===== config.mk =====
export PLATFORM = sky130hd
export DESIGN_NAME = hist_eq_ram
export DESIGN_NICKNAME = d
export VERILOG_FILES = /design/src/design/hist_eq_ram.sv
export SDC_FILE = /design/constraint.sdc
export NUM_CORES = 2
export LEC_CHECK = 0
export BUFFER_PORTS_ARGS = -buffer_cell sky130_fd_sc_hd__clkbuf_2
export CAP_MARGIN = 30
export CORE_AREA = 2 2 384 386
export DETAILED_ROUTE_END_ITERATION = 8
export DIE_AREA = 0 0 386 388
export GPL_ROUTABILITY_DRIVEN = 0
export PLACE_DENSITY = 0.77
export SLEW_MARGIN = 5
export SYNTH_ARGS = -nofsm -noshare
export SYNTH_HDL_FRONTEND = slang
export SYNTH_SLANG_ARGS = --single-unit

===== constraint.sdc =====
create_clock -name clk -period 2.7 [get_ports clk]
set_input_delay 0.405 -clock clk [delete_from_list [all_inputs] [get_ports clk]]
set_output_delay 0.405 -clock clk [all_outputs]
set_load 0.005 [all_outputs]

===== src/design/hist_eq_ram.sv =====
module hist_eq_ram #(
  parameter int WIDTH = 8,
  parameter int DEPTH = 256
) (
  input  logic                                    clk,
  input  logic                                    we,
  input  logic [((DEPTH > 1) ? $clog2(DEPTH) : 1)-1:0] waddr,
  input  logic [WIDTH-1:0]                        wdata,
  input  logic [((DEPTH > 1) ? $clog2(DEPTH) : 1)-1:0] raddr,
  output logic [WIDTH-1:0]                        rdata
);

  logic [WIDTH-1:0] mem [DEPTH];

  // A read at the address being written returns the old content.
  always_ff @(posedge clk) begin
    if (we) begin
      mem[waddr] <= wdata;
    end
    rdata <= mem[raddr];
  end

endmodule


==> metrics.md <==
| Metric | Value |
|---|---|
| Status | finished, violations left |
| Violated checks | negative setup slack |
| Worst-case clock buffer depth | 3 |
| Worst Hold Class | input port to flip-flop |
| Skew final | 0.0456 ns |
| Post-CTS Setup Inserts | 0 |
| Num Clock Sinks | between 2000 and 2500 |
| Layout cells sized above 1 | 0.309 |
| Cells after Synth | 3733 |
| Setup ws final | -0.0154 ns |
| Reg clk slew, reported paths | 0.06 ns |
| Die height | 388 um |
| Yosys top cell area share | 0.773 |
| Rows | 140 |
| Final hold vios | 0 |
| CP max stage delay | 0.66 ns |
| Die Wd | between 300 and 400 um |
| CTS tree | built |
| Synth Area per Inst | 21.3 sq um |
| Worst Tran Pin Value | 0.920 ns |
| Top area cells in the synthesized netlist | edfxtp_1 77%, mux4_2 13%, mux2i_1 1.7%, nor2_1 1.3%, a22oi_1 1.3% |
| Skew-Pair Late Insertion Delay | 0.85 ns |
| Ys async rst share | 0 |
| Worst path arrival time | ~3.4 ns |
| First-pass GRT wire length | 293000 um |
| Sequential area share after synthesis | 0.775 |
| Reg area | between 0.06 and 0.07 sq mm |
| Pleak | 29.9 nW |
| Crit. End Element | flip-flop |
| Critical Path RT | 3.36 ns |
| Critical path peak fanout | 1 |
| Vias in the first global route | 42800 |
| DRC violations left | 0 |
| Critical Path Start Type | flip-flop |
| Ys flop type | edfxtp_1 |
| Initial antenna violation count | 5 |
| Final Max Tran Viols | 0 |
| Post-synth top area cell | edfxtp_1 |
| Sequential power share | 0.535 |
| Placed cell areas | roughly 0.086 sq mm |
| GRT Util Overall | 0.272 |
| Total congestion overflow | 0 |
| Final std cells w/o fill | 6425 |
| Crit-path slowest cell | nor3_1 |
| Most frequent cell after synthesis | edfxtp_1 |
| Synth top cells by count | 2048 x edfxtp_1, 454 x mux4_2, 282 x nor2_1, 134 x mux2i_1, 133 x a22oi_1 |
| Fmax achieved | 368 MHz |
| Post_cts resized | 0 |
| Placed cells | 6068 |
| Clock share of power | 0.411 |
| Nets | 4374 |
| Slew headroom | 0.387 |
| TritonCTS buffer count | 195 |
| CP most frequent cell | mux4_2 |
| Root Driver | clkbuf_16 |
| Post-detail-place hpwl | 125000 um |
| Fin crit share | 1.01 |
| I/O Buffers | 33 |
| Setup TNS | -0.0154 ns |
| Initial DRC count | roughly 6000 |
| Hold buffers post-CTS | 0 |
| Core area | between 0.1 and 0.15 sq mm |
| Int Pwr | 51.8 mW |
| Largest net degree at the start of global routing | 112 |
| Worst vdd ir | 0.592 mV |
| Max-Cap Viols | 0 |
| Vias post-DR | around 42000 |
| Total wire length | 202000 um |
| Post-synth EDFFs | 2048 |
| Initial Utilization | 0.548 |
| Pre-antenna DRT Iters | 6 |
| Post-Syn Area | 0.0796 sq mm |
| Area occupied by multi-input gates | 0.0165 sq mm |
| H-Tree Depth | 4 |
| Tot Pwr | 65.9 mW |
| Remaining antenna violation count | 0 |
| Number of I/O pins | 34 |
| Sw power | ~14 mW |
| Crit path time final | 2.72 ns |
| Ys Warns | 0 |
| Pwr Density | 712 mW/mm^2 |
| FILL cells | 8953 |
| Core Util, Final | 0.637 |
| Wirelength per Cell | between 30 and 40 um |
| Final design area excluding fillers | ~0.09 sq mm |
| Crit path kind | flip-flop to flip-flop |
| Netlist cell types | 55 |
| Switch share | 0.214 |
| Syn Nets | 3759 |
| Count of final setup violators | 1 |
| Area Overhead vs Synth | 16.4% |
| Crit path cell chain | mux4_2, mux4_2, nor2_1, a2111oi_1, buf_4, nor3_1, nor4_1 |
| Die area | 0.150 sq mm |
| Number of synthesized register bits | 2056 |
| RSZ-0062 raised after global routing | false |
| Combinational power share | 0.054 |
| Via density | 6.54 |
-- layout by cell type (no fill, tap or decap), types with 6 or more instances in the layout --
master	netlist	final
nor2_1	282	279
o21ai_0	10	10
nand3_1	34	34
o211ai_1	10	10
edfxtp_1	2048	2048
bufinv_16	0	19
mux2i_1	134	134
nand4_1	10	10
clkinv_1	1	45
nand2b_1	8	8
nand2_1	33	33
clkbuf_8	0	9
clkinv_2	0	29
o221ai_1	46	46
clkbuf_2	0	21
a22oi_1	133	133
clkbuf_1	111	43
a221oi_1	13	13
nor4_1	24	24
clkinv_16	0	6
a22o_1	8	8
nor2b_1	31	28
buf_4	27	556
buf_12	8	63
mux4_2	454	454
o22ai_1	28	28
dfxtp_1	8	8
nor3_1	22	22
a21oi_1	96	96
and2_1	6	6
a211oi_1	16	16
clkbuf_16	0	195
-- cell type report --
type                    instances  share of cell area
flip-flops and latches       2056               0.666
well taps                    1917              0.0259
repair buffers                651              0.0614
clock inverters               115              0.0137
multi-input cells            1442               0.178
diodes                          3           0.0000811
clock buffers                 239              0.0546
inverters                       2           0.0000811
-- power groups by stage --
| stage | registers [mW] | logic [mW] | clock network [mW] |
|---|---|---|---|
| 3_3_place_gp | 35.9 | 3.41 | 0 |
| 3_5_place_dp | 35.9 | 3.49 | 0 |
| 5_1_grt | 35.2 | 3.70 | 28.5 |
| 4_1_cts | 35.3 | 3.53 | 27.3 |
| 2_1_floorplan | 35.9 | 1.71 | 0 |
| 6_report | 35.3 | 3.56 | 27.1 |
-- registers in the layout, summed over array words and instances, names as in the netlist --
name   flops
mem     2048
rdata      8
-- cells by family after synthesis --
logic type / after synthesis / share of synthesized area
multiplexers: 591 / 0.146
AND/OR/NAND/NOR: 466 / 0.0263
AO/OA/AOI/OAI: 385 / 0.0342
flip-flops: 2056 / 0.775
buffers and inverters: 235 / 0.0183
-- worst max-delay path, delay by kind of cell (launching register included) --
| family | cells | cell delay (ns) |
|---|---|---|
| and+or+nand+nor | 3 | 0.94 |
| buffers and inverters | 1 | 0.14 |
| muxes | 2 | 1.00 |
| AOI/OAI and AO/OA | 1 | 0.08 |
| DFF | 1 | 0.37 |
-- stage by stage --
| step | hold WS, ns | worst slack, ns |
|---|---|---|
| global placement | 0.874 | -0.616 |
| finish | 0.0888 | -0.0154 |
| floorplan | 0.504 | 0.357 |
| detailed placement | 0.862 | -0.642 |
| CTS | 0.0564 | 0.0217 |
| global route | 0.0808 | 0.00506 |
-- final timing paths --
kind,startpoint,depth (start not counted),endpoint,slack (ns)
setup reg to reg,mem[128][4],7,rdata[4],-0.02
setup / recovery,mem[128][4],7,rdata[4],-0.02
hold reg to reg,mem[21][0],6,rdata[0],1.16
hold / removal,wdata[1],1,mem[146][1],0.09
-- per-layer routing --
layer  track usage  part of all wire  wire, um
met5             0           0.00010        21
met4         0.111             0.046      9170
met3        0.0661              0.12     23400
met2         0.431              0.49     97900
met1         0.366              0.35     71100
Note: power is estimated with default switching activity, not from simulation.
