===== src/design/hist_eq_pkg.sv =====
package hist_eq_pkg;

  // Fixed field widths of the pixel stream and the configuration port.
  localparam int PIX_W  = 8;
  localparam int OUT_W  = 8;
  localparam int CNT_W  = 25;
  localparam int REG_W  = 13;
  localparam int APB_DW = 32;
  localparam int ADDR_W = 3;

  typedef enum logic [1:0] {
    OP_CLEAR = 2'd0,
    OP_COUNT = 2'd1,
    OP_BUILD = 2'd2,
    OP_MAP   = 2'd3
  } op_t;

  // Register index, taken from paddr bit 2.
  localparam logic REG_IMAGE_WIDTH  = 1'b0;
  localparam logic REG_IMAGE_HEIGHT = 1'b1;

endpackage


===== src/design/hist_eq_div.sv =====
module hist_eq_div import hist_eq_pkg::*; #(
  parameter int NUM_W = 35,
  parameter int DEN_W = 34
) (
  input  logic             clk,
  input  logic             rst,
  input  logic             start,
  input  logic [NUM_W-1:0] num,
  input  logic [DEN_W-1:0] den,
  output logic             done,
  output logic [OUT_W-1:0] quot
);

  localparam int R_W    = DEN_W + 1;
  localparam int E_W    = (NUM_W > DEN_W + OUT_W) ? NUM_W : DEN_W + OUT_W;
  localparam int STEP_W = (OUT_W > 1) ? $clog2(OUT_W) : 1;

  typedef enum logic [1:0] {DV_IDLE, DV_CHECK, DV_STEP} dv_state_t;

  dv_state_t         state;
  logic [NUM_W-1:0]  num_q;
  logic [DEN_W-1:0]  den_q;
  logic [R_W-1:0]    rem;
  logic [OUT_W-1:0]  low;
  logic [STEP_W-1:0] step;
  logic [R_W-1:0]    trial;
  logic              fits;

  // One quotient bit per cycle; the remainder always stays below den_q.
  assign trial = {rem[DEN_W-1:0], low[OUT_W-1]};
  assign fits  = trial >= {1'b0, den_q};

  always_ff @(posedge clk) begin
    if (rst) begin
      state <= DV_IDLE;
      done  <= 1'b0;
    end else begin
      done <= 1'b0;
      case (state)
        DV_IDLE: begin
          if (start) begin
            num_q <= num;
            den_q <= den;
            state <= DV_CHECK;
          end
        end
        DV_CHECK: begin
          // A quotient that does not fit in the output saturates to all ones.
          if (E_W'(num_q) >= E_W'({den_q, {OUT_W{1'b0}}})) begin
            quot  <= '1;
            done  <= 1'b1;
            state <= DV_IDLE;
          end else begin
            rem   <= R_W'(num_q >> OUT_W);
            low   <= num_q[OUT_W-1:0];
            step  <= '0;
            state <= DV_STEP;
          end
        end
        DV_STEP: begin
          low <= low << 1;
          if (fits) begin
            rem  <= trial - {1'b0, den_q};
            quot <= {quot[OUT_W-2:0], 1'b1};
          end else begin
            rem  <= trial;
            quot <= {quot[OUT_W-2:0], 1'b0};
          end
          step <= step + 1'b1;
          if (step == STEP_W'(OUT_W - 1)) begin
            done  <= 1'b1;
            state <= DV_IDLE;
          end
        end
        default: begin
          state <= DV_IDLE;
        end
      endcase
    end
  end

endmodule


===== config.mk =====
export PLATFORM = sky130hd
export DESIGN_NAME = hist_eq_div
export DESIGN_NICKNAME = d
export VERILOG_FILES = /design/src/design/hist_eq_pkg.sv /design/src/design/hist_eq_div.sv
export SDC_FILE = /design/constraint.sdc
export NUM_CORES = 1
export LEC_CHECK = 0
export BUFFER_PORTS_ARGS = -buffer_cell sky130_fd_sc_hd__buf_2
export CAP_MARGIN = 20
export CELL_PAD_IN_SITES_DETAIL_PLACEMENT = 2
export CELL_PAD_IN_SITES_GLOBAL_PLACEMENT = 2
export CORE_MARGIN = 4
export CORE_UTILIZATION = 40
export CTS_BUF_LIST = sky130_fd_sc_hd__clkbuf_4
export DETAILED_ROUTE_END_ITERATION = 10
export MAX_ROUTING_LAYER = met4
export PLACE_DENSITY = 0.87
export SLEW_MARGIN = 20
export SYNTH_ARGS = -nofsm -noshare
export SYNTH_HDL_FRONTEND = slang
export SYNTH_SLANG_ARGS = --single-unit

===== constraint.sdc =====
create_clock -name clk -period 8.1 [get_ports clk]
set_input_delay 0.405 -clock clk [delete_from_list [all_inputs] [get_ports clk]]
set_output_delay 0.405 -clock clk [all_outputs]
set_load 0.01 [all_outputs]

==> reports/qor.csv <==
stage;metric;value;unit
timing;period utilisation layout;46.1;%
timing;RSZ-0062 raised after global routing;no;
timing;max frequency;268;MHz
clock_tree;CTS Buf Count;17;
global_routing;vias in the first global route;7019;
floorplanning;die area;0.0209;mm2
critical_path;kind of critical path;reg -> reg;
synth;Post-Syn Instances;697;
critical_path;RR Endpoint;quot[5]$_SDFFCE_PN1P_;
critical_path;reg-to-reg slack, setup;4.37;ns
cells_and_area;post-route cell area;0.00911;mm2
hold_path;worst hold stages;1;
clock_tree;H-tree Lvls;4;
synth;sequential area share after synthesis;49.9;%
power;static leakage;3.68;nW
power;VDD IR max;99.6;uV
timing;setup TNS;0;ns
drt;routed vias;6366;
placement;Placement Setup Slack;4.49;ns
synth;Seq cells post-synth;125;
timing;setup ws final;4.37;ns
clock_tree;Worst-Skew Late Latency;0.59;ns
drt;Antenna Violating Nets Remaining;0;
cells_and_area;# diodes;0;
placement;GPL Wtd Cong;0.862;
synth;Syn Nets;836;
clock_tree;clock-pin transition on the worst setup and hold timing paths;0.12;ns
global_routing;global-route wire length before repair;39500;um
synth;mapped cell area;0.00745;mm2
clock_tree;CTS tree;built;
cells_and_area;Final #Nets;986;
power;P per Cell Area;194;mW/mm2
timing;final hold slack;0.0564;ns
timing;Period minus WS final;3.73;ns
critical_path;reg2reg start;den_q[0]$_DFFE_PP_;
drt;DRC Markers;0;
synth;mean area per synthesized cell;10.7;um2
floorplanning;row count;49;
synth;post-synth cell types;65;
critical_path;R2R cell count;9;
timing;Rel. slew slack;33.2;%
cells_and_area;Layout area overhead;22.2;%
cells_and_area;layout cells sized above 1;15.9;%
critical_path;WP data required;8.30;ns
synth;EDFF count, synth;122;
run_status;status;finished clean;
drt;drt total wl;25400;um
drt;Wirelength per Cell;23.4;um
floorplanning;IO Count;81;
hold_path;hold endpoint;num_q[19]$_DFFE_PP_;
synth;ys async rst share;0;%
drt;first-pass iteration count of the detailed router;5;
global_routing;Tot GR Track Use;25.7;%
global_routing;initial antenna violation count;0;
drt;Via-to-Cell Ratio;5.85;
clock_tree;maximum clock path buffer count;2;
timing;Max Slew Vio Count;0;
placement;I/O Buffers;80;
placement;Post-DP Area;0.00809;mm2
critical_path;CP endpoint kind;flop;
clock_tree;# resized after CTS;0;
floorplanning;Die Y-Extent;145;um
clock_tree;CTS Sinks;125;
cells_and_area;fin util;50.2;%
synth;Syn. warnings;0;
timing;endpoints failing hold;0;
placement;dpl hpwl;16500;um
floorplanning;Die Wd;145;um
timing;clk_skew;0.0371;ns
floorplanning;Core Region;0.0181;mm2
synth;most used flip-flop cell after synthesis;edfxtp_1;
hold_path;hold path startpoint;num[19];
critical_path;critical path fanouts, max;8;
critical_path;Startpoint Class;flop;
global_routing;largest net degree at the start of global routing;55;
timing;Worst Max-Slew Pin Slew;1.00;ns
floorplanning;Initial Util;41.1;%
critical_path;crit path DAT;3.94;ns
hold_path;Hold Crit Class;in -> reg;
global_routing;GRT overflow;0;
clock_tree;Root Driver;clkbuf_4;
drt;initial drt markers;503;
timing;Final Setup Violations;0;
flow_run;max cap viols;0;
## what timing repair did
| item | CTS | global route |
|---|---|---|
| hold endpoints to repair | 66 | 2 |
| hold buffers | 66 | 2 |
| setup endpoints to repair | 0 | 0 |
| buffers inserted | 0 | 0 |
## Yosys cell counts, drive strengths merged (9+ instances only)
cell type / n / area share (%)
edfxtp: 122 / 49
nand2: 70 / 3.5
ha: 66 / 11
nor2: 52 / 2.6
inv: 49 / 2.5
a21oi: 41 / 2.8
o21ai: 31 / 2.1
a31oi: 30 / 2.5
a21o: 24 / 2.4
nand3: 15 / 1.0
nand2b: 14 / 1.2
nor3: 13 / 0.87
xor2: 12 / 1.4
buf: 11 / 1.0
clkbuf: 10 / 0.52
nor2b: 9 / 0.76
o21a: 9 / 0.91
## cell usage in the layout, fill, tap and decap left out, types with 14 or more instances in the layout
master         count
buf_2             80
a31oi_1           29
ha_1              65
a21oi_1           41
clkbuf_4          17
nor2_1            52
edfxtp_1         122
inv_1             49
nand3_1           15
a21o_1            24
dlygate4sd3_1     68
nand2b_1          14
o21ai_0           30
nand2_1           70
## kinds of logic (layout without fill, tap and decap cells)
group | Yosys count | count (layout) | synth area share (%)
compound gates | 186 | 186 | 16.6
simple gates | 218 | 218 | 14.1
flops | 125 | 125 | 49.9
buf+inv | 70 | 233 | 4.03
mux | 11 | 11 | 1.61
xor+xnor | 20 | 20 | 2.35
fa+ha+maj | 67 | 67 | 11.3
## critical path, cell delays in order, from the launching register on
cell and delay (ns):
edfxtp_1 0.45, ha_1 0.31, or3b_2 0.44, o41ai_1 0.33, a21oi_1 0.20, o21ai_0 0.21, a221oi_1 0.14, o211ai_1 0.48
nand2_1 0.15, a21oi_1 0.65
## power by group
group,total [mW],switching (mW),leakage (nW),internal (mW)
Sequential,0.787,0.0228,1.13,0.764
Clock,0.546,0.271,0.176,0.275
Combinational,0.431,0.267,2.38,0.164
Total,1.76,0.561,3.68,1.20
## metrics by stage
step,total power [mW],instances
final,1.76,1089
after global routing,1.84,1089
after CTS,1.75,1087
after detailed placement,1.18,989
after global placement,1.15,989
after floorplan,1.06,697
## flip-flops by register name (all words and copies together), names as in the netlist
name / cells
den_q: 34
done: 1
low: 8
num_q: 35
quot: 8
rem: 34
state: 2
step: 3
## metal layers
layer	up-vias	track usage, %	wire length (um)
met3	62	5.39	927
met2	166	45.9	13400
met5	-	-	0
met1	3225	28.4	10300
li1	2913	-	-
met4	0	9.08	784
## layout make-up
cell class              count  area, um2
fillers                  1852       9040
well taps                 229        287
inverters                  49        184
flip-flops and latches    125       3720
clock buffers              17        128
multi-input cells         502       3460
clock inverters            15        218
repair buffers            152       1110
## worst max-delay path by stage
stage	endpoint	slack (ns)	depth (start not counted)	startpoint
2_1_floorplan	den_q[0]$_DFFE_PP_	1.93	4	state[0]$_SDFFE_PP0P_
3_3_place_gp	quot[1]$_SDFFCE_PN1P_	4.74	9	den_q[0]$_DFFE_PP_
3_5_place_dp	quot[1]$_SDFFCE_PN1P_	4.49	9	den_q[0]$_DFFE_PP_
4_1_cts	quot[5]$_SDFFCE_PN1P_	4.40	9	den_q[0]$_DFFE_PP_
5_1_grt	quot[5]$_SDFFCE_PN1P_	4.16	10	num_q[8]$_DFFE_PP_
6_report	quot[5]$_SDFFCE_PN1P_	4.37	9	den_q[0]$_DFFE_PP_
Note: power is estimated with default switching activity, not from simulation.
